[src/rtl/mrh_pkg.sv]
// Package: shared constants, types and configuration layout for the masked range histogram.
package mrh_pkg;

    localparam int DEFAULT_NUM_BINS    = 256;
    localparam int DEFAULT_COUNT_BITS  = 24;
    localparam int DEFAULT_SAMPLE_BITS = 16;

    localparam int QUEUE_DEPTH = 2;

    localparam int CMD_W       = 2;
    localparam int SEL_W       = 8;
    localparam int HIT_W       = 8;
    localparam int HEIGHT_W    = 10;
    localparam int CFG_INDEX_W = 3;
    localparam int CFG_DATA_W  = 24;
    localparam int MIN_W       = 16;
    localparam int STEP_W      = 24;
    localparam int USED_W      = 9;
    localparam int PLOT_W      = 11;
    localparam int SCALE_W     = 24;
    localparam int FRAC_BITS   = 16;
    localparam int OP_W        = 3;

    localparam logic [CMD_W-1:0] CMD_ADD   = 2'd0;
    localparam logic [CMD_W-1:0] CMD_READ  = 2'd1;
    localparam logic [CMD_W-1:0] CMD_CLEAR = 2'd2;

    localparam logic [CFG_INDEX_W-1:0] CFG_MIN_VALUE    = 3'd0;
    localparam logic [CFG_INDEX_W-1:0] CFG_INV_STEP     = 3'd1;
    localparam logic [CFG_INDEX_W-1:0] CFG_BINS_IN_USE  = 3'd2;
    localparam logic [CFG_INDEX_W-1:0] CFG_PLOT_HEIGHT  = 3'd3;
    localparam logic [CFG_INDEX_W-1:0] CFG_HEIGHT_SCALE = 3'd4;

    localparam logic signed [MIN_W-1:0] RST_MIN_VALUE    = 16'sd0;
    localparam logic [STEP_W-1:0]       RST_INV_STEP     = 24'd65536;
    localparam logic [USED_W-1:0]       RST_BINS_IN_USE  = 9'd256;
    localparam logic [PLOT_W-1:0]       RST_PLOT_HEIGHT  = 11'd256;
    localparam logic [SCALE_W-1:0]      RST_HEIGHT_SCALE = 24'd65536;

    localparam logic [PLOT_W-1:0]   PLOT_MAX   = 11'd1024;
    localparam logic [HEIGHT_W-1:0] HEIGHT_TOP = 10'd1023;

    typedef enum logic [OP_W-1:0] {
        OP_ADD,
        OP_READ,
        OP_VOID_READ,
        OP_CLEAR,
        OP_PASS
    } mrh_op_t;

    typedef struct packed {
        logic signed [MIN_W-1:0] min_value;
        logic [STEP_W-1:0]       inv_step;
        logic [USED_W-1:0]       bins_in_use;
        logic [PLOT_W-1:0]       plot_height;
        logic [SCALE_W-1:0]      height_scale;
    } mrh_cfg_t;

endpackage

[src/rtl/mrh_queue.sv]
// Short FIFO between the classifying front and the executing back.
module mrh_queue #(
    parameter int WIDTH = 8,
    parameter int DEPTH = mrh_pkg::QUEUE_DEPTH
) (
    input  logic             clk,
    input  logic             rst_n,
    input  logic             push,
    input  logic [WIDTH-1:0] push_data,
    output logic             full,
    input  logic             pop,
    output logic [WIDTH-1:0] pop_data,
    output logic             not_empty
);

    localparam int PTR_W = (DEPTH > 1) ? $clog2(DEPTH) : 1;
    localparam int CNT_W = $clog2(DEPTH + 1);
    localparam logic [PTR_W-1:0] PTR_LAST = PTR_W'(DEPTH - 1);
    localparam logic [CNT_W-1:0] CNT_FULL = CNT_W'(DEPTH);

    logic [WIDTH-1:0] slot_reg [DEPTH];
    logic [PTR_W-1:0] head_reg, head_next;
    logic [PTR_W-1:0] tail_reg, tail_next;
    logic [CNT_W-1:0] count_reg, count_next;

    always_comb
    begin
        head_next  = head_reg;
        tail_next  = tail_reg;
        count_next = count_reg;
        if (push)
        begin
            tail_next = (tail_reg == PTR_LAST) ? '0 : tail_reg + 1'b1;
        end
        if (pop)
        begin
            head_next = (head_reg == PTR_LAST) ? '0 : head_reg + 1'b1;
        end
        if (push && !pop)
        begin
            count_next = count_reg + 1'b1;
        end
        else if (pop && !push)
        begin
            count_next = count_reg - 1'b1;
        end
    end

    always_ff @(posedge clk or negedge rst_n)
    begin
        if (!rst_n)
        begin
            head_reg  <= '0;
            tail_reg  <= '0;
            count_reg <= '0;
        end
        else
        begin
            head_reg  <= head_next;
            tail_reg  <= tail_next;
            count_reg <= count_next;
        end
    end

    always_ff @(posedge clk)
    begin
        if (push)
        begin
            slot_reg[tail_reg] <= push_data;
        end
    end

    assign full      = (count_reg == CNT_FULL);
    assign not_empty = (count_reg != '0);
    assign pop_data  = slot_reg[head_reg];

endmodule

[config.mk]
export PLATFORM = sky130hd
export DESIGN_NAME = mrh_queue
export DESIGN_NICKNAME = d
export VERILOG_FILES = /design/src/rtl/mrh_pkg.sv /design/src/rtl/mrh_queue.sv
export SDC_FILE = /design/constraint.sdc
export NUM_CORES = 1
export LEC_CHECK = 0
export BUFFER_PORTS_ARGS = -buffer_cell sky130_fd_sc_hd__clkbuf_2
export CELL_PAD_IN_SITES_DETAIL_PLACEMENT = 2
export CELL_PAD_IN_SITES_GLOBAL_PLACEMENT = 2
export CORE_ASPECT_RATIO = 0.7
export CORE_MARGIN = 10
export CORE_UTILIZATION = 34
export CTS_CLUSTER_DIAMETER = 40
export DETAILED_ROUTE_END_ITERATION = 10
export PLACE_DENSITY = 0.82
export SETUP_SLACK_MARGIN = 0.1
export SYNTH_ARGS = -nofsm -noshare
export SYNTH_HDL_FRONTEND = slang
export SYNTH_SLANG_ARGS = --single-unit
[constraint.sdc]
create_clock -name clk -period 1.3 [get_ports clk]
set_input_delay 0.26 -clock clk [delete_from_list [all_inputs] [get_ports clk]]
set_output_delay 0.26 -clock clk [all_outputs]
set_load 0.02 [all_outputs]
==> impl_metrics.csv <==
group,metric,value,unit
logic_synthesis,netlist_top_cells_area,"edfxtp_1, dfrtp_1, mux2_2, xor2_1, ha_1",
routing,dr.first_iter.drc_count,32,
logic_synthesis,syn_nets,54,
setup_path,reg2reg_slack,0.09,ns
setup_path,max_stage_delay,0.46,ns
setup_path,worst-setup-path-type,"reg -> out",
cells_and_area,postLayoutCoreUtil,54.01,%
logic_synthesis,syn_area,773.2,um^2
cells_and_area,fin_cells,108,
cells_and_area,layout-drive-gt1-share,61.84,%
cells_and_area,fill_cells,203,
place,dpl.cell_count,95,
routing,vias,478,
cells_and_area,layout_common_cells,"edfxtp_1, clkbuf_2, buf_6",
cells_and_area,final_common_cell,"edfxtp_1",
clock_network,cts.sinks,20,
logic_synthesis,seq_area_frac_synth,75.08,%
grt,antenna_found_initial,0,
floorplanning,start_util,35.89,%
routing,drt-pass1-iter-count,2,
floorplanning,dieHeight,59.90,um
logic_synthesis,syn_avg_cell_area,18.86,um^2
hold_path,hold_path_class,"in -> reg",
setup_path,cp_max_fo,3,
clock_network,cts_made_buffers,3,
routing,antenna_left,0,
timing,tightest_slew,0.3800,ns
setup_path,reg2regPathDepth,5,
place,portBuffers,21,
setup_path,critical_path.cell_chain,"buf_6, mux2_4, buf_6",
place,place_congestion,0.6855,
floorplanning,die_w,77,um
floorplanning,rows,14,
routing,drc,0,
routing,wl_per_cell,17.81,um
timing,finalCritPeriodShare,123.5,%
routing,viasPerCell,4.426,
grt,track_usage,8.803,%
timing,drv_slew,0,
routing,finalWirelength,1923,um
setup_path,cpMaxStageDelayCell,"dfrtp_2",
clock_network,path_clk_slew,0.13,ns
logic_synthesis,syn_inst,41,
floorplanning,core_area,2155,um^2
grt,grt_overflow,0,
timing,max_freq,0.6231,GHz
cells_and_area,syn_to_final_growth,50.49,%
power,p_per_area,2404,nW/um^2
timing,clock_skew,0.01256,ns
place,post-place-ws,-0.1044,ns
status,status,"finished with violations",
setup_path,path_buf_inv,2,
setup_path,reg2reg_from,"count_reg[0]",
cells_and_area,largest_reg_flops,16,
timing,layout_min_cycle_time,1.605,ns
timing,worst_slack,-0.3049,ns
floorplanning,ioPinCount,22,
setup_path,crit_top_cell,"buf_6",
power,p_leak,0.4950,nW
clock_network,root_buffer,"clkbuf_4",
logic_synthesis,yosysWarnings,0,
cells_and_area,antenna_cells,0,
grt,grt_start_max_net_pins,13,
setup_path,cp.depth,3,
timing,hold_violations,0,
timing,rsz0062_at_grt,"true",
clock_network,cts_buffer_depth,2,
setup_path,worst_ep_required_time,1.04,ns
hold_path,worstHoldStart,"pop",
logic_synthesis,synth_top_area_share,62.14,%
logic_synthesis,synth.largest_area_cell,"edfxtp_1",
timing,whs,0.1237,ns
flow_run,maxCapViolations,0,
setup_path,critical_path.startpoint_type,"register",
clock_network,htreeDepth,1,
hold_path,hold_depth,2,
floorplanning,dieArea,4612,um^2
hold_path,hold_end,"head_reg",
status,violations,"setup timing",
setup_path,timing.rr.end,"count_reg[1]",
cells_and_area,nets,90,
grt,grt_pass1_wl,3001,um
power,vdd_drop_max,1.503,mV
setup_path,crit_family,"flip-flops",
timing,setup_viol,10,
logic_synthesis,ys_seq_elements,20,
setup_path,critPathArrivalTime,1.34,ns
logic_synthesis,ys_types,13,
setup_path,endpoint_kind,"primary output",
clock_network,cts_tree,"yes",
timing,slew_headroom,74.67,%
grt,grt_pass1_vias,549,
clock_network,clock_latency,0.31,ns
-- synthesized netlist by cell type --
cell type / count
and2_1: 1
and2b_2: 1
buf_6: 1
dfrtp_1: 4
edfxtp_1: 16
ha_1: 1
inv_1: 1
mux2_2: 8
nor2_1: 1
nor2b_1: 1
or2_2: 1
xnor2_1: 1
xor2_1: 4
-- power by group --
group | internal, mW | switching (mW) | total, mW | leakage (nW)
combinational | 0.759 | 0.553 | 1.31 | 0.271
sequential | 0.874 | 0.0936 | 0.967 | 0.196
clock | 0.312 | 0.206 | 0.518 | 0.0279
total | 1.94 | 0.853 | 2.80 | 0.495
-- cells by family (layout without fill, tap and decap cells) --
group | Yosys count | after routing | synth area share [%]
flip-flops | 20 | 20 | 75.08
multiplexers | 8 | 8 | 11.65
XOR/XNOR | 5 | 5 | 5.663
AND/OR/NAND/NOR | 5 | 5 | 4.047
buffers and inverters | 2 | 37 | 1.941
adder cells (fa/ha/maj) | 1 | 1 | 1.618
-- cell type report --
cell class	instances	area, um^2	area share [%]
inverter	1	3.754	0.3226
timing repair buffer	32	279.0	23.98
clock inverter	1	30.03	2.581
tap	32	40.04	3.441
multi-input combinational	19	206.4	17.74
clock buffer	3	22.52	1.935
sequential	20	581.8	50.00
-- timing repair --
item | CTS | global route
gates resized for setup | 9 | 34
setup buffers | 5 | 3
hold buffers | 1 | 0
setup endpoints to repair | 10 | 10
endpoints found under the hold margin | 4 | 0
pin swaps | 0 | 3
-- stage by stage --
stage                     TNS, ns  instance area (um^2)  total power [mW]
after floorplan                 0                 773.2             1.473
after global placement    -0.2346                 922.1             1.688
after detailed placement  -0.7043                 922.1             1.732
after CTS                  -2.394                  1052             2.469
after global routing       -3.086                  1164             2.944
final                      -2.505                  1164             2.797
-- worst max-delay path by stage --
| stage | startpoint | endpoint | slack (ns) |
|---|---|---|---|
| 6_report | head_reg | pop_data[0] | -0.30 |
| 5_1_grt | head_reg | pop_data[0] | -0.36 |
| 4_1_cts | head_reg | pop_data[1] | -0.29 |
| 3_5_place_dp | head_reg | pop_data[7] | -0.10 |
| 3_3_place_gp | head_reg | pop_data[0] | -0.05 |
| 2_1_floorplan | tail_reg | slot_reg[0][0] | 0.14 |
-- per-layer routing --
metal	track usage, %	wire, um	vias up
met5	0	0	-
met4	2.591	0	0
met3	5.838	119	0
met2	14.97	962	19
met1	8.821	841	244
li1	-	-	215
Power figures use the tool's default switching activity.
