## config.mk

```make
export PLATFORM = sky130hd
export DESIGN_NAME = mrh_front_flat
export DESIGN_NICKNAME = d
export VERILOG_FILES = /design/src/rtl/mrh_pkg.sv /design/src/rtl/mrh_if.sv /design/src/rtl/mrh_front.sv /design/src/flat_wrapper.sv
export SDC_FILE = /design/constraint.sdc
export NUM_CORES = 1
export LEC_CHECK = 0
export ABC_AREA = 1
export BUFFER_PORTS_ARGS = -buffer_cell sky130_fd_sc_hd__buf_2
export CAP_MARGIN = 20
export CORE_MARGIN = 4
export CORE_UTILIZATION = 25
export DETAILED_ROUTE_END_ITERATION = 10
export SLEW_MARGIN = 5
export SYNTH_ARGS = -nofsm -noshare
export SYNTH_HDL_FRONTEND = slang
export SYNTH_SLANG_ARGS = --single-unit
```

## constraint.sdc

```tcl
create_clock -name clk -period 13.1 [get_ports clk]
set_input_delay 0.655 -clock clk [delete_from_list [all_inputs] [get_ports clk]]
set_output_delay 0.655 -clock clk [all_outputs]
set_load 0.02 [all_outputs]
```

## src/rtl/mrh_pkg.sv

```systemverilog
// Package: shared constants, types and configuration layout for the masked range histogram.
package mrh_pkg;

    localparam int DEFAULT_NUM_BINS    = 256;
    localparam int DEFAULT_COUNT_BITS  = 24;
    localparam int DEFAULT_SAMPLE_BITS = 16;

    localparam int QUEUE_DEPTH = 2;

    localparam int CMD_W       = 2;
    localparam int SEL_W       = 8;
    localparam int HIT_W       = 8;
    localparam int HEIGHT_W    = 10;
    localparam int CFG_INDEX_W = 3;
    localparam int CFG_DATA_W  = 24;
    localparam int MIN_W       = 16;
    localparam int STEP_W      = 24;
    localparam int USED_W      = 9;
    localparam int PLOT_W      = 11;
    localparam int SCALE_W     = 24;
    localparam int FRAC_BITS   = 16;
    localparam int OP_W        = 3;

    localparam logic [CMD_W-1:0] CMD_ADD   = 2'd0;
    localparam logic [CMD_W-1:0] CMD_READ  = 2'd1;
    localparam logic [CMD_W-1:0] CMD_CLEAR = 2'd2;

    localparam logic [CFG_INDEX_W-1:0] CFG_MIN_VALUE    = 3'd0;
    localparam logic [CFG_INDEX_W-1:0] CFG_INV_STEP     = 3'd1;
    localparam logic [CFG_INDEX_W-1:0] CFG_BINS_IN_USE  = 3'd2;
    localparam logic [CFG_INDEX_W-1:0] CFG_PLOT_HEIGHT  = 3'd3;
    localparam logic [CFG_INDEX_W-1:0] CFG_HEIGHT_SCALE = 3'd4;

    localparam logic signed [MIN_W-1:0] RST_MIN_VALUE    = 16'sd0;
    localparam logic [STEP_W-1:0]       RST_INV_STEP     = 24'd65536;
    localparam logic [USED_W-1:0]       RST_BINS_IN_USE  = 9'd256;
    localparam logic [PLOT_W-1:0]       RST_PLOT_HEIGHT  = 11'd256;
    localparam logic [SCALE_W-1:0]      RST_HEIGHT_SCALE = 24'd65536;

    localparam logic [PLOT_W-1:0]   PLOT_MAX   = 11'd1024;
    localparam logic [HEIGHT_W-1:0] HEIGHT_TOP = 10'd1023;

    typedef enum logic [OP_W-1:0] {
        OP_ADD,
        OP_READ,
        OP_VOID_READ,
        OP_CLEAR,
        OP_PASS
    } mrh_op_t;

    typedef struct packed {
        logic signed [MIN_W-1:0] min_value;
        logic [STEP_W-1:0]       inv_step;
        logic [USED_W-1:0]       bins_in_use;
        logic [PLOT_W-1:0]       plot_height;
        logic [SCALE_W-1:0]      height_scale;
    } mrh_cfg_t;

endpackage

```

## src/rtl/mrh_if.sv

```systemverilog
// Interfaces: sample channel and result channel with valid/ready handshake.
interface mrh_in_if #(
    parameter int SAMPLE_BITS = mrh_pkg::DEFAULT_SAMPLE_BITS
);
    logic                             valid;
    logic                             ready;
    logic [mrh_pkg::CMD_W-1:0]        cmd;
    logic signed [SAMPLE_BITS-1:0]    sample_value;
    logic                             masked_out;
    logic                             row_start;
    logic [mrh_pkg::SEL_W-1:0]        bin_select;

    modport source (
        output valid, cmd, sample_value, masked_out, row_start, bin_select,
        input  ready
    );
    modport sink (
        input  valid, cmd, sample_value, masked_out, row_start, bin_select,
        output ready
    );
endinterface


```

## src/rtl/mrh_front.sv

```systemverilog
// Front: accept items, track the row stop, compute and clamp the bin, queue the operation.
module mrh_front #(
    parameter int NUM_BINS    = mrh_pkg::DEFAULT_NUM_BINS,
    parameter int SAMPLE_BITS = mrh_pkg::DEFAULT_SAMPLE_BITS
) (
    input  logic                                       clk,
    input  logic                                       rst_n,
    input  mrh_pkg::mrh_cfg_t                          cfg,
    mrh_in_if.sink                                     samples,
    input  logic                                       sweep_busy,
    input  logic                                       q_full,
    output logic                                       q_push,
    output logic [mrh_pkg::OP_W+$clog2(NUM_BINS)+mrh_pkg::HIT_W-1:0] q_data
);

    localparam int BIN_W  = $clog2(NUM_BINS);
    localparam int SW     = ((SAMPLE_BITS > mrh_pkg::MIN_W) ? SAMPLE_BITS : mrh_pkg::MIN_W) + 1;
    localparam int DIFF_W = SW - 1;
    localparam int PROD_W = DIFF_W + mrh_pkg::STEP_W;
    localparam int RAW_W  = PROD_W - mrh_pkg::FRAC_BITS;
    localparam int CMP_W  = ((BIN_W + 1) > mrh_pkg::USED_W) ? (BIN_W + 2) : (mrh_pkg::USED_W + 1);
    localparam logic [CMP_W-1:0] NB_CMP = CMP_W'(NUM_BINS);

    logic                         s1_valid_reg;
    mrh_pkg::mrh_op_t             s1_op_reg;
    logic [DIFF_W-1:0]            s1_diff_reg;
    logic [BIN_W-1:0]             s1_bin_reg;
    logic [mrh_pkg::HIT_W-1:0]    s1_hit_reg;
    logic                         s2_valid_reg;
    mrh_pkg::mrh_op_t             s2_op_reg;
    logic [PROD_W-1:0]            s2_prod_reg;
    logic [BIN_W-1:0]             s2_bin_reg;
    logic [mrh_pkg::HIT_W-1:0]    s2_hit_reg;
    logic                         stopped_reg, stopped_next;

    logic                         accept;
    logic                         s1_free;
    logic                         s2_free;
    logic signed [SW-1:0]         diff;
    logic [DIFF_W-1:0]            diff_pos;
    mrh_pkg::mrh_op_t             op_in;
    logic [BIN_W-1:0]             bin_in;
    logic [mrh_pkg::HIT_W-1:0]    hit_in;
    logic [CMP_W-1:0]             used_cmp;
    logic [CMP_W-1:0]             sel_cmp;
    logic [BIN_W-1:0]             last_bin;
    logic [RAW_W-1:0]             raw_bin;
    logic [BIN_W-1:0]             bin_out;
    logic [mrh_pkg::HIT_W-1:0]    hit_out;

    assign q_push  = s2_valid_reg && !q_full;
    assign s2_free = !s2_valid_reg || q_push;
    assign s1_free = !s1_valid_reg || s2_free;
    assign samples.ready = s1_free && !sweep_busy;
    assign accept  = samples.valid && samples.ready;

    assign diff     = SW'(samples.sample_value) - SW'(cfg.min_value);
    assign diff_pos = (diff > 0) ? diff[DIFF_W-1:0] : '0;
    assign sel_cmp  = CMP_W'(samples.bin_select);

    always_comb
    begin
        stopped_next = stopped_reg;
        op_in        = mrh_pkg::OP_PASS;
        bin_in       = '0;
        hit_in       = '0;
        unique case (samples.cmd)
            mrh_pkg::CMD_ADD:
            begin
                stopped_next = (stopped_reg && !samples.row_start) || samples.masked_out;
                op_in        = stopped_next ? mrh_pkg::OP_PASS : mrh_pkg::OP_ADD;
            end
            mrh_pkg::CMD_READ:
            begin
                op_in  = (sel_cmp < NB_CMP) ? mrh_pkg::OP_READ : mrh_pkg::OP_VOID_READ;
                bin_in = BIN_W'(samples.bin_select);
                hit_in = samples.bin_select;
            end
            mrh_pkg::CMD_CLEAR:
            begin
                op_in = mrh_pkg::OP_CLEAR;
            end
            default:
            begin
                op_in = mrh_pkg::OP_PASS;
            end
        endcase
    end

    always_ff @(posedge clk or negedge rst_n)
    begin
        if (!rst_n)
        begin
            s1_valid_reg <= 1'b0;
            s2_valid_reg <= 1'b0;
            stopped_reg  <= 1'b0;
        end
        else
        begin
            if (s1_free)
            begin
                s1_valid_reg <= accept;
            end
            if (s2_free)
            begin
                s2_valid_reg <= s1_valid_reg;
            end
            if (accept)
            begin
                stopped_reg <= stopped_next;
            end
        end
    end

    always_ff @(posedge clk)
    begin
        if (accept)
        begin
            s1_op_reg   <= op_in;
            s1_diff_reg <= diff_pos;
            s1_bin_reg  <= bin_in;
            s1_hit_reg  <= hit_in;
        end
        if (s2_free && s1_valid_reg)
        begin
            s2_op_reg   <= s1_op_reg;
            s2_prod_reg <= PROD_W'(s1_diff_reg) * PROD_W'(cfg.inv_step);
            s2_bin_reg  <= s1_bin_reg;
            s2_hit_reg  <= s1_hit_reg;
        end
    end

    // clamp the bin into the range in use
    assign used_cmp = CMP_W'(cfg.bins_in_use);
    always_comb
    begin
        if (used_cmp == '0)
        begin
            last_bin = '0;
        end
        else if (used_cmp > NB_CMP)
        begin
            last_bin = BIN_W'(NUM_BINS - 1);
        end
        else
        begin
            last_bin = BIN_W'(used_cmp - 1'b1);
        end
    end

    assign raw_bin = s2_prod_reg[PROD_W-1:mrh_pkg::FRAC_BITS];

    always_comb
    begin
        bin_out = s2_bin_reg;
        hit_out = s2_hit_reg;
        if (s2_op_reg == mrh_pkg::OP_ADD)
        begin
            bin_out = (raw_bin > RAW_W'(last_bin)) ? last_bin : raw_bin[BIN_W-1:0];
            hit_out = mrh_pkg::HIT_W'(bin_out);
        end
    end

    assign q_data = {s2_op_reg, bin_out, hit_out};

    assert property (@(posedge clk) disable iff (!rst_n)
        (s2_valid_reg && q_full) |=> (s2_valid_reg && $stable(s2_prod_reg)))
        else $error("stalled entry lost before queue");

    assert property (@(posedge clk) disable iff (!rst_n)
        (q_push && s2_op_reg == mrh_pkg::OP_ADD) |-> (bin_out <= last_bin))
        else $error("bin outside range in use");

    assert property (@(posedge clk) disable iff (!rst_n)
        sweep_busy |-> !accept)
        else $error("item taken during clearing pass");

endmodule

```

## src/flat_wrapper.sv

```systemverilog
// flat-port wrapper written by rule: the top's interface ports become plain ports
module mrh_front_flat 
#(
    parameter int NUM_BINS    = mrh_pkg::DEFAULT_NUM_BINS,
    parameter int SAMPLE_BITS = mrh_pkg::DEFAULT_SAMPLE_BITS
)
  (clk, rst_n, cfg, sweep_busy, q_full, q_push, q_data, samples_valid, samples_cmd, samples_sample_value, samples_masked_out, samples_row_start, samples_bin_select, samples_ready);
  mrh_in_if #(.SAMPLE_BITS(SAMPLE_BITS)) samples_i ();
  input  logic clk;
  input  logic rst_n;
  input  mrh_pkg::mrh_cfg_t cfg;
  input  logic sweep_busy;
  input  logic q_full;
  output logic q_push;
  output logic [mrh_pkg::OP_W+$clog2(NUM_BINS)+mrh_pkg::HIT_W-1:0] q_data;
  input wire logic [$bits(samples_i.valid)-1:0] samples_valid;
  input wire logic [$bits(samples_i.cmd)-1:0] samples_cmd;
  input wire logic [$bits(samples_i.sample_value)-1:0] samples_sample_value;
  input wire logic [$bits(samples_i.masked_out)-1:0] samples_masked_out;
  input wire logic [$bits(samples_i.row_start)-1:0] samples_row_start;
  input wire logic [$bits(samples_i.bin_select)-1:0] samples_bin_select;
  output wire logic [$bits(samples_i.ready)-1:0] samples_ready;
  assign samples_i.valid = samples_valid;
  assign samples_i.cmd = samples_cmd;
  assign samples_i.sample_value = samples_sample_value;
  assign samples_i.masked_out = samples_masked_out;
  assign samples_i.row_start = samples_row_start;
  assign samples_i.bin_select = samples_bin_select;
  assign samples_ready = samples_i.ready;
  mrh_front #(.NUM_BINS(NUM_BINS), .SAMPLE_BITS(SAMPLE_BITS)) u_core (.clk(clk), .rst_n(rst_n), .cfg(cfg), .samples(samples_i), .sweep_busy(sweep_busy), .q_full(q_full), .q_push(q_push), .q_data(q_data));
endmodule
```

==> results of run 1 <==
==> logic make-up (layout without fill, tap and decap cells) <==
group,Yosys count,after routing,synth area share
AO/OA/AOI/OAI,131,131,0.0458
XOR/XNOR,18,18,0.00941
adder cells (fa/ha/maj),444,444,0.469
buffers and inverters,721,762,0.164
flip-flops,65,65,0.116
AND/OR/NAND/NOR,834,834,0.196
==> synth_stat cells, drive strengths merged, types with 2 or more instances <==
library cell,instances
xnor2,5
o21a,4
o21bai,7
a31oi,7
nor4,4
nand4,9
and2,3
nor2,105
clkbuf,79
a211oi,2
buf,11
nand2,646
nand3,44
xor2,13
nand3b,8
fa,306
a21oi,51
a21o,11
nor3,12
ha,138
o211ai,3
o21ai,39
dfrtp,3
and3,2
inv,631
edfxtp,62
o31ai,2
a21boi,3
==> area by class of cell <==
cell class	instances	area, µm²	area share
clock inverters	7	46.3	0.00252
inverters	631	2370	0.129
repair buffers	115	608	0.0331
multi-input cells	1427	12100	0.659
well taps	864	1080	0.0589
flip-flops and latches	65	1940	0.106
clock buffers	9	225	0.0123
==> per-layer routing <==
| metal | GRT usage | part of all wire |
|---|---|---|
| met5 | 0 | 0 |
| met4 | 0.0306 | 0.019 |
| met3 | 0.00959 | 0.038 |
| met2 | 0.217 | 0.51 |
| met1 | 0.151 | 0.43 |
==> critical path, cell delays in order (launching register included) <==
cell      delay (ns)
edfxtp_1        1.07
nand2_1         0.12
inv_1           0.11
fa_1            0.42
inv_1           0.08
fa_1            0.43
fa_1            0.52
fa_1            0.55
inv_1           0.05
fa_1            0.54
inv_1           0.06
fa_1            0.52
inv_1           0.05
ha_1            0.37
a21oi_1         0.21
a21boi_0        0.24
a21boi_0        0.40
o21ai_0         0.14
a21oi_1         0.17
nand2_1         0.07
nand2_1         0.06
nand2_1         0.06
==> through the flow <==
stage / cell area, µm² / setup slack, ns
3_3_place_gp: 18100 / 6.65
3_5_place_dp: 18100 / 6.59
6_report: 18300 / 6.59
4_1_cts: 18300 / 6.56
5_1_grt: 18300 / 6.18
2_1_floorplan: 16800 / 7.06
==> worst min-delay path by stage <==
stage,startpoint,end,slack [ns],cells past startpoint
6_report,rst_n,u_core.s1_valid_reg,0.09,1
5_1_grt,rst_n,u_core.s1_valid_reg,0.08,1
4_1_cts,rst_n,u_core.s1_valid_reg,0.07,1
3_5_place_dp,u_core.s1_bin_reg[1],u_core.s2_bin_reg[1],0.40,0
3_3_place_gp,u_core.s1_bin_reg[1],u_core.s2_bin_reg[1],0.40,0
2_1_floorplan,rst_n,u_core.s1_valid_reg,0.36,0
==> flow_metrics.env, run 1 <==
export IMPL_status="complete, no violations"
export IMPL_fillers=7210
export IMPL_maxCapViolCount=0
export IMPL_area_delta_synth_final_pct=9.51
export IMPL_largest_reg_flops=24
export IMPL_fin_nets=2810
export IMPL_start_kind="flop"
export IMPL_synth_cells=2213
export IMPL_dieArea_um2=71200
export IMPL_drive_above_1_share=0.0621
export IMPL_clk_pin_slew_ns=0.06
export IMPL_wl_per_cell_um=13.1
export IMPL_cts_tree="done"
export IMPL_finalHoldViolCount=0
export IMPL_grt_pass1_vias=13800
export IMPL_syn_nets=2774
export IMPL_place_hpwl_mm=33.1
export IMPL_synth_cell_type_count=37
export IMPL_antenna_found_initial=0
export IMPL_pin_count=138
export IMPL_drc=0
export IMPL_r2r_start="u_core.s1_diff_reg[15]"
export IMPL_clock_path_buffers=2
export IMPL_fin_skew_ns=0.0165
export IMPL_post_route_min_period_ns=6.51
export IMPL_overflow=0
export IMPL_portBuffers=102
export IMPL_synth_enable_flop_cells=62
export IMPL_async_reset_ff_frac=0.0462
export IMPL_final_util=0.278
export IMPL_synthFlopType="edfxtp_1"
export IMPL_drtIter0Drc=624
export IMPL_fmax_mhz=154
export IMPL_hold_slack_ns=0.0917
export IMPL_layout_common_cells="643 x nand2_1, 631 x inv_1, 306 x fa_1"
export IMPL_cp_arrival_ns=6.61
export IMPL_routed_via_count=13200
export IMPL_post_cts_resized=0
export IMPL_ys_warn_count=0
export IMPL_grt_pass1_wl_mm=68.6
export IMPL_synth_top_cell_by_area="fa_1"
export IMPL_relSlewSlack=0.243
export IMPL_reg2reg_slack_ns=6.59
export IMPL_ys_ff_latch=65
export IMPL_crit_type="reg2reg"
export IMPL_cp_endpoint="u_core.s2_prod_reg[36]"
export IMPL_numPlacedInstances=3102
export IMPL_ctsHoldBuffers=0
export IMPL_grt_max_degree=36
export IMPL_synth_area_leaders="fa_1 37%, nand2_1 14%, inv_1 14%, edfxtp_1 11%, ha_1 10%"
export IMPL_avgSynthCellArea_um2=7.57
export IMPL_cp_required_ns=13.19
export IMPL_r2r_end="u_core.s2_prod_reg[36]"
export IMPL_die_w_um=267
export IMPL_end_kind="flop"
export IMPL_setup_viol=0
export IMPL_worstMarginPinSlew_ns=1.14
export IMPL_path_max_fanout=24
export IMPL_clkSinkCount=65
export IMPL_wirelength_mm=40.7
export IMPL_h_tree_depth=3
export IMPL_gp_congestion=0.859
export IMPL_layout_commonest_cell="nand2_1"
export IMPL_rsz0062_at_grt="false"
export IMPL_diodes=0
export IMPL_drv_slew=0
export IMPL_grt_usage=0.119
export IMPL_fin_cells=3118
export IMPL_start_util=0.253
export IMPL_finalCritPeriodShare=0.497
export IMPL_setup_tns_ns=0
export IMPL_r2r_cells=21
export IMPL_post_drt_via_cell_ratio=4.23
export IMPL_seq_area_frac_synth=0.116
export IMPL_cts_root_buf="clkbuf_16"
export IMPL_drt_pass1_iter_count=5
export IMPL_netlist_area_um2=16800
export IMPL_die_h_um=267
export IMPL_cp_startpoint="u_core.s1_diff_reg[15]"
export IMPL_fp_coreArea_um2=66100
export IMPL_clk_latency_ns=0.36
export IMPL_synth_top_area_share=0.366
export IMPL_drtAntennaViolNets=0
export IMPL_numCtsBuffers=9
export IMPL_post_cts_buffers=0
export IMPL_hold_path_class="in2async"
export IMPL_rows=94
Power of run 1 is not shown: default switching activity piles up to over one toggle a cycle in this logic, so the estimate is an artifact.
==> run 2: changes to the inputs <==
==> constraint.sdc (replaced) <==
create_clock -name clk -period 6.4 [get_ports clk]
set_input_delay 0.32 -clock clk [delete_from_list [all_inputs] [get_ports clk]]
set_output_delay 0.32 -clock clk [all_outputs]
set_load 0.02 [all_outputs]
==> run 2 against run 1 <==
Net effect:
- maximum frequency increased by 6.3%
- die area unchanged
- count of clock-buffer cells in the layout unchanged
- utilization increased by 0.43 points
- critical endpoint is now u_core.s2_prod_reg[39]
- global-route usage decreased by 0.14 points
==> flow_metrics.env, run 2 (same netlist as run 1, synthesis figures left out) <==
export IMPL_end_kind="flop"
export IMPL_cp_required_ns=6.50
export IMPL_h_tree_depth=3
export IMPL_fin_nets=2841
export IMPL_wl_per_cell_um=12.6
export IMPL_wirelength_mm=39.7
export IMPL_layout_common_cells="643 x nand2_1, 631 x inv_1, 306 x fa_1"
export IMPL_cts_root_buf="clkbuf_16"
export IMPL_path_max_fanout=11
export IMPL_area_delta_synth_final_pct=11.2
export IMPL_drtIter0Drc=766
export IMPL_pin_count=138
export IMPL_drc=0
export IMPL_grt_pass1_wl_mm=68.3
export IMPL_clk_latency_ns=0.36
export IMPL_finalCritPeriodShare=0.957
export IMPL_post_drt_via_cell_ratio=4.21
export IMPL_die_h_um=267
export IMPL_clkSinkCount=65
export IMPL_dieArea_um2=71200
export IMPL_rsz0062_at_grt="false"
export IMPL_post_cts_resized=0
export IMPL_maxCapViolCount=0
export IMPL_drv_slew=0
export IMPL_portBuffers=102
export IMPL_hold_path_class="in2reg"
export IMPL_worstMarginPinSlew_ns=0.946
export IMPL_hold_depth=2
export IMPL_clk_pin_slew_ns=0.06
export IMPL_multiInputGateArea_um2=12100
export IMPL_post_route_min_period_ns=6.13
export IMPL_numCtsBuffers=9
export IMPL_drive_above_1_share=0.0744
export IMPL_finalHoldViolCount=0
export IMPL_grt_usage=0.117
export IMPL_cts_tree="done"
export IMPL_setup_viol=0
export IMPL_start_kind="flop"
export IMPL_fp_coreArea_um2=66100
export IMPL_fmax_mhz=163
export IMPL_fin_skew_ns=0.0149
export IMPL_setup_tns_ns=0
export IMPL_clock_path_buffers=2
export IMPL_routed_via_count=13200
export IMPL_cp_startpoint="u_core.s1_diff_reg[9]"
export IMPL_die_w_um=267
export IMPL_layout_commonest_cell="nand2_1"
export IMPL_gp_congestion=0.860
export IMPL_drtAntennaViolNets=0
export IMPL_drt_pass1_iter_count=5
export IMPL_relSlewSlack=0.365
export IMPL_diodes=0
export IMPL_place_hpwl_mm=34.6
export IMPL_crit_type="reg2reg"
export IMPL_min_from="sweep_busy"
export IMPL_fillers=7207
export IMPL_largest_reg_flops=24
export IMPL_rows=94
export IMPL_r2r_start="u_core.s1_diff_reg[9]"
export IMPL_r2r_cells=23
export IMPL_start_util=0.253
export IMPL_status="complete, no violations"
export IMPL_antenna_found_initial=0
export IMPL_overflow=0
export IMPL_cp_arrival_ns=6.23
export IMPL_regArea_um2=1940
export IMPL_grt_pass1_vias=13900
export IMPL_grt_max_degree=36
-- run 2: cell count changes in the layout (fill, tap and decap cells not counted) --
cell / previous run / this run
dlygate4sd3_1: 0 / 1
buf_4: 13 / 39
buf_12: 0 / 4
-- run 2: final timing paths --
check                      slack, ns                      to
setup / recovery                0.27  u_core.s2_prod_reg[39]
hold / removal                  0.19     u_core.s1_valid_reg
setup reg to reg                0.27  u_core.s2_prod_reg[39]
hold reg to reg                 0.41    u_core.s2_bin_reg[2]
max in group asynchronous       6.00     u_core.s1_valid_reg
min in group asynchronous       0.29     u_core.s2_valid_reg
-- run 2: critical path, cell delays in order (launching register included) --
cell	delay, ns
edfxtp_1	0.67
buf_4	0.28
nand2_1	0.08
fa_1	0.50
inv_1	0.05
fa_1	0.51
inv_1	0.06
fa_1	0.53
inv_1	0.05
fa_1	0.46
fa_1	0.50
inv_1	0.05
fa_1	0.50
inv_1	0.05
ha_1	0.32
a21o_1	0.20
a31oi_1	0.32
o21ai_0	0.16
a21oi_1	0.15
nand2_1	0.15
nand2_1	0.12
nand2_1	0.05
nand2_1	0.06
nand2_1	0.05
-- run 2: cell type report --
type	count	share of cell area
Timing Repair Buffer	146	0.0479
Multi-Input combinational cell	1427	0.648
Tap cell	864	0.0580
Sequential cell	65	0.104
Inverter	631	0.127
Clock buffer	9	0.0121
Clock inverter	7	0.00248
-- run 2: per-layer routing --
| metal | vias to the layer above | track usage | wire, µm |
|---|---|---|---|
| li1 | 6524 | - | - |
| met2 | 204 | 0.201 | 19000 |
| met3 | 34 | 0.0133 | 1330 |
| met4 | 0 | 0.0334 | 854 |
| met5 | - | 0 | 0 |
| met1 | 6480 | 0.157 | 18500 |
-- run 2: timing repair --
item | CTS | global route
endpoints found under the hold margin | 3 | 0
setup endpoints to repair | 0 | 3
buffers inserted | 0 | 4
hold buffers | 1 | 0
-- run 2: stage by stage --
step | cell area, µm² | util | hold slack, ns | worst slack [ns] | std cells
after detailed placement | 18300 | 0.276 | 0.121 | 0.304 | 3128
after global placement | 18300 | 0.276 | 0.120 | 0.334 | 3128
after global routing | 18600 | 0.282 | 0.178 | 0.00211 | 3149
after CTS | 18600 | 0.281 | 0.170 | 0.293 | 3145
after floorplan | 16800 | - | 0.0244 | 0.695 | 2213
final | 18600 | 0.282 | 0.190 | 0.275 | 3149
Power of run 2 is left out for the same reason.
==> run 3: changes to the inputs <==
--- a/config.mk
+++ b/config.mk
@@ -9,7 +9,7 @@
 export BUFFER_PORTS_ARGS = -buffer_cell sky130_fd_sc_hd__buf_2
 export CAP_MARGIN = 20
 export CORE_MARGIN = 4
-export CORE_UTILIZATION = 25
+export CORE_UTILIZATION = 40
 export DETAILED_ROUTE_END_ITERATION = 10
 export SLEW_MARGIN = 5
 export SYNTH_ARGS = -nofsm -noshare
==> run 3 against run 2 <==
Net effect:
- critical path depth did not move
- utilization rose by 16 points
- register-to-register slack improved by 0.11 ns
- count of clock-buffer cells in the layout rose by 1
- critical path type unchanged
- critical endpoint unchanged
- highest routed layer unchanged
==> flow_metrics.env, run 3 (same netlist as run 1, synthesis figures left out) <==
export IMPL_post_route_min_period_ns=6.02
export IMPL_largest_reg_flops=24
export IMPL_fmax_mhz=166
export IMPL_start_util=0.408
export IMPL_reg2reg_slack_ns=0.38
export IMPL_finalHoldViolCount=0
export IMPL_clk_latency_ns=0.34
export IMPL_drive_above_1_share=0.0707
export IMPL_post_drt_via_cell_ratio=4.78
export IMPL_cts_tree="done"
export IMPL_clock_path_buffers=2
export IMPL_fillers=4253
export IMPL_r2r_end="u_core.s2_prod_reg[39]"
export IMPL_pin_count=138
export IMPL_fin_nets=2833
export IMPL_drtAntennaViolNets=0
export IMPL_portBuffers=102
export IMPL_r2r_start="u_core.s1_diff_reg[8]"
export IMPL_overflow=0
export IMPL_path_max_fanout=16
export IMPL_setup_viol=0
export IMPL_drc=0
export IMPL_gp_congestion=0.873
export IMPL_status="complete, no violations"
export IMPL_area_delta_synth_final_pct=8.47
export IMPL_drt_pass1_iter_count=5
export IMPL_layout_common_cells="643 x nand2_1, 631 x inv_1, 306 x fa_1"
export IMPL_die_h_um=213
export IMPL_rows=74
export IMPL_wl_per_cell_um=14.0
export IMPL_end_kind="flop"
export IMPL_routed_via_count=13400
export IMPL_grt_max_degree=36
export IMPL_setup_tns_ns=0
export IMPL_start_kind="flop"
export IMPL_grt_usage=0.184
export IMPL_relSlewSlack=0.269
export IMPL_clk_pin_slew_ns=0.06
export IMPL_cp_endpoint="u_core.s2_prod_reg[39]"
export IMPL_r2r_cells=23
export IMPL_multiInputGateArea_um2=12100
export IMPL_dieArea_um2=45200
export IMPL_worstMarginPinSlew_ns=1.09
export IMPL_diodes=0
export IMPL_grt_pass1_wl_mm=68.2
export IMPL_regArea_um2=1940
export IMPL_hold_path_class="in2reg"
export IMPL_cts_root_buf="clkbuf_16"
export IMPL_crit_type="reg2reg"
export IMPL_numCtsBuffers=9
export IMPL_die_w_um=213
export IMPL_fp_coreArea_um2=41100
export IMPL_antenna_found_initial=0
export IMPL_rsz0062_at_grt="false"
export IMPL_finalCritPeriodShare=0.940
export IMPL_cp_required_ns=6.50
export IMPL_cp_startpoint="u_core.s1_diff_reg[8]"
export IMPL_fin_skew_ns=0.0121
export IMPL_drv_slew=0
export IMPL_maxCapViolCount=0
export IMPL_drtIter0Drc=702
export IMPL_place_hpwl_mm=34.2
export IMPL_layout_commonest_cell="nand2_1"
export IMPL_grt_pass1_vias=14500
export IMPL_wirelength_mm=39.2
export IMPL_h_tree_depth=3
export IMPL_clkSinkCount=65
export IMPL_cp_arrival_ns=6.11
run 3: worst max-delay path, stage by stage, from the launching register on:
cell and delay [ns]:
edfxtp_1 0.53, buf_4 0.31, nand2_1 0.11, fa_1 0.51, inv_1 0.05, fa_1 0.50
inv_1 0.06, fa_1 0.54, inv_1 0.06, fa_1 0.47, fa_1 0.53, inv_1 0.06
fa_1 0.49, inv_1 0.05, ha_1 0.32, a21o_1 0.19, a31oi_1 0.28, o21ai_0 0.15
a21oi_1 0.14, nand2_1 0.13, nand2_1 0.14, nand2_1 0.06, nand2_1 0.06, nand2_1 0.04
run 3: timing repair:
item                       CTS  global route
setup endpoints to repair    0             4
setup buffers                0             1
resized for setup            0             1
hold buffers                 1             0
hold endpoints to repair     3             0
run 3: layer usage:
layer / vias to the layer above / global-route usage / part of all wire / wire (µm)
met5: - / 0 / 0 / 0
met4: 0 / 0.0504 / 0.026 / 1010
met3: 79 / 0.0209 / 0.044 / 1730
met2: 313 / 0.348 / 0.53 / 20700
met1: 6537 / 0.222 / 0.40 / 15700
li1: 6508 / - / - / -
run 3: worst min path at each step:
stage          cells past startpoint                  end  startpoint
2_1_floorplan                      0  u_core.s1_valid_reg       rst_n
3_3_place_gp                       1   u_core.stopped_reg       rst_n
3_5_place_dp                       1   u_core.stopped_reg       rst_n
4_1_cts                            2  u_core.s1_valid_reg  sweep_busy
5_1_grt                            2  u_core.s1_valid_reg  sweep_busy
6_report                           2  u_core.s1_valid_reg  sweep_busy
run 3: area by class of cell:
type / count / share of cell area
clock buffers: 10 / 0.0126
clock inverters: 6 / 0.00248
well taps: 532 / 0.0366
inverters: 631 / 0.130
repair buffers: 138 / 0.0465
flip-flops and latches: 65 / 0.107
multi-input cells: 1427 / 0.665
run 3: metrics by stage:
step | hold WS [ns] | setup slack [ns] | area (µm²) | instances | util
finish | 0.185 | 0.383 | 18200 | 2809 | 0.442
global route | 0.209 | 0.0366 | 18200 | 2809 | 0.442
CTS | 0.173 | 0.285 | 18100 | 2807 | 0.441
detailed placement | 0.126 | 0.302 | 17800 | 2790 | 0.434
global placement | 0.124 | 0.258 | 17800 | 2790 | 0.434
floorplan | 0.0244 | 0.695 | 16800 | 2213 | -
Power of run 3 is left out for the same reason.
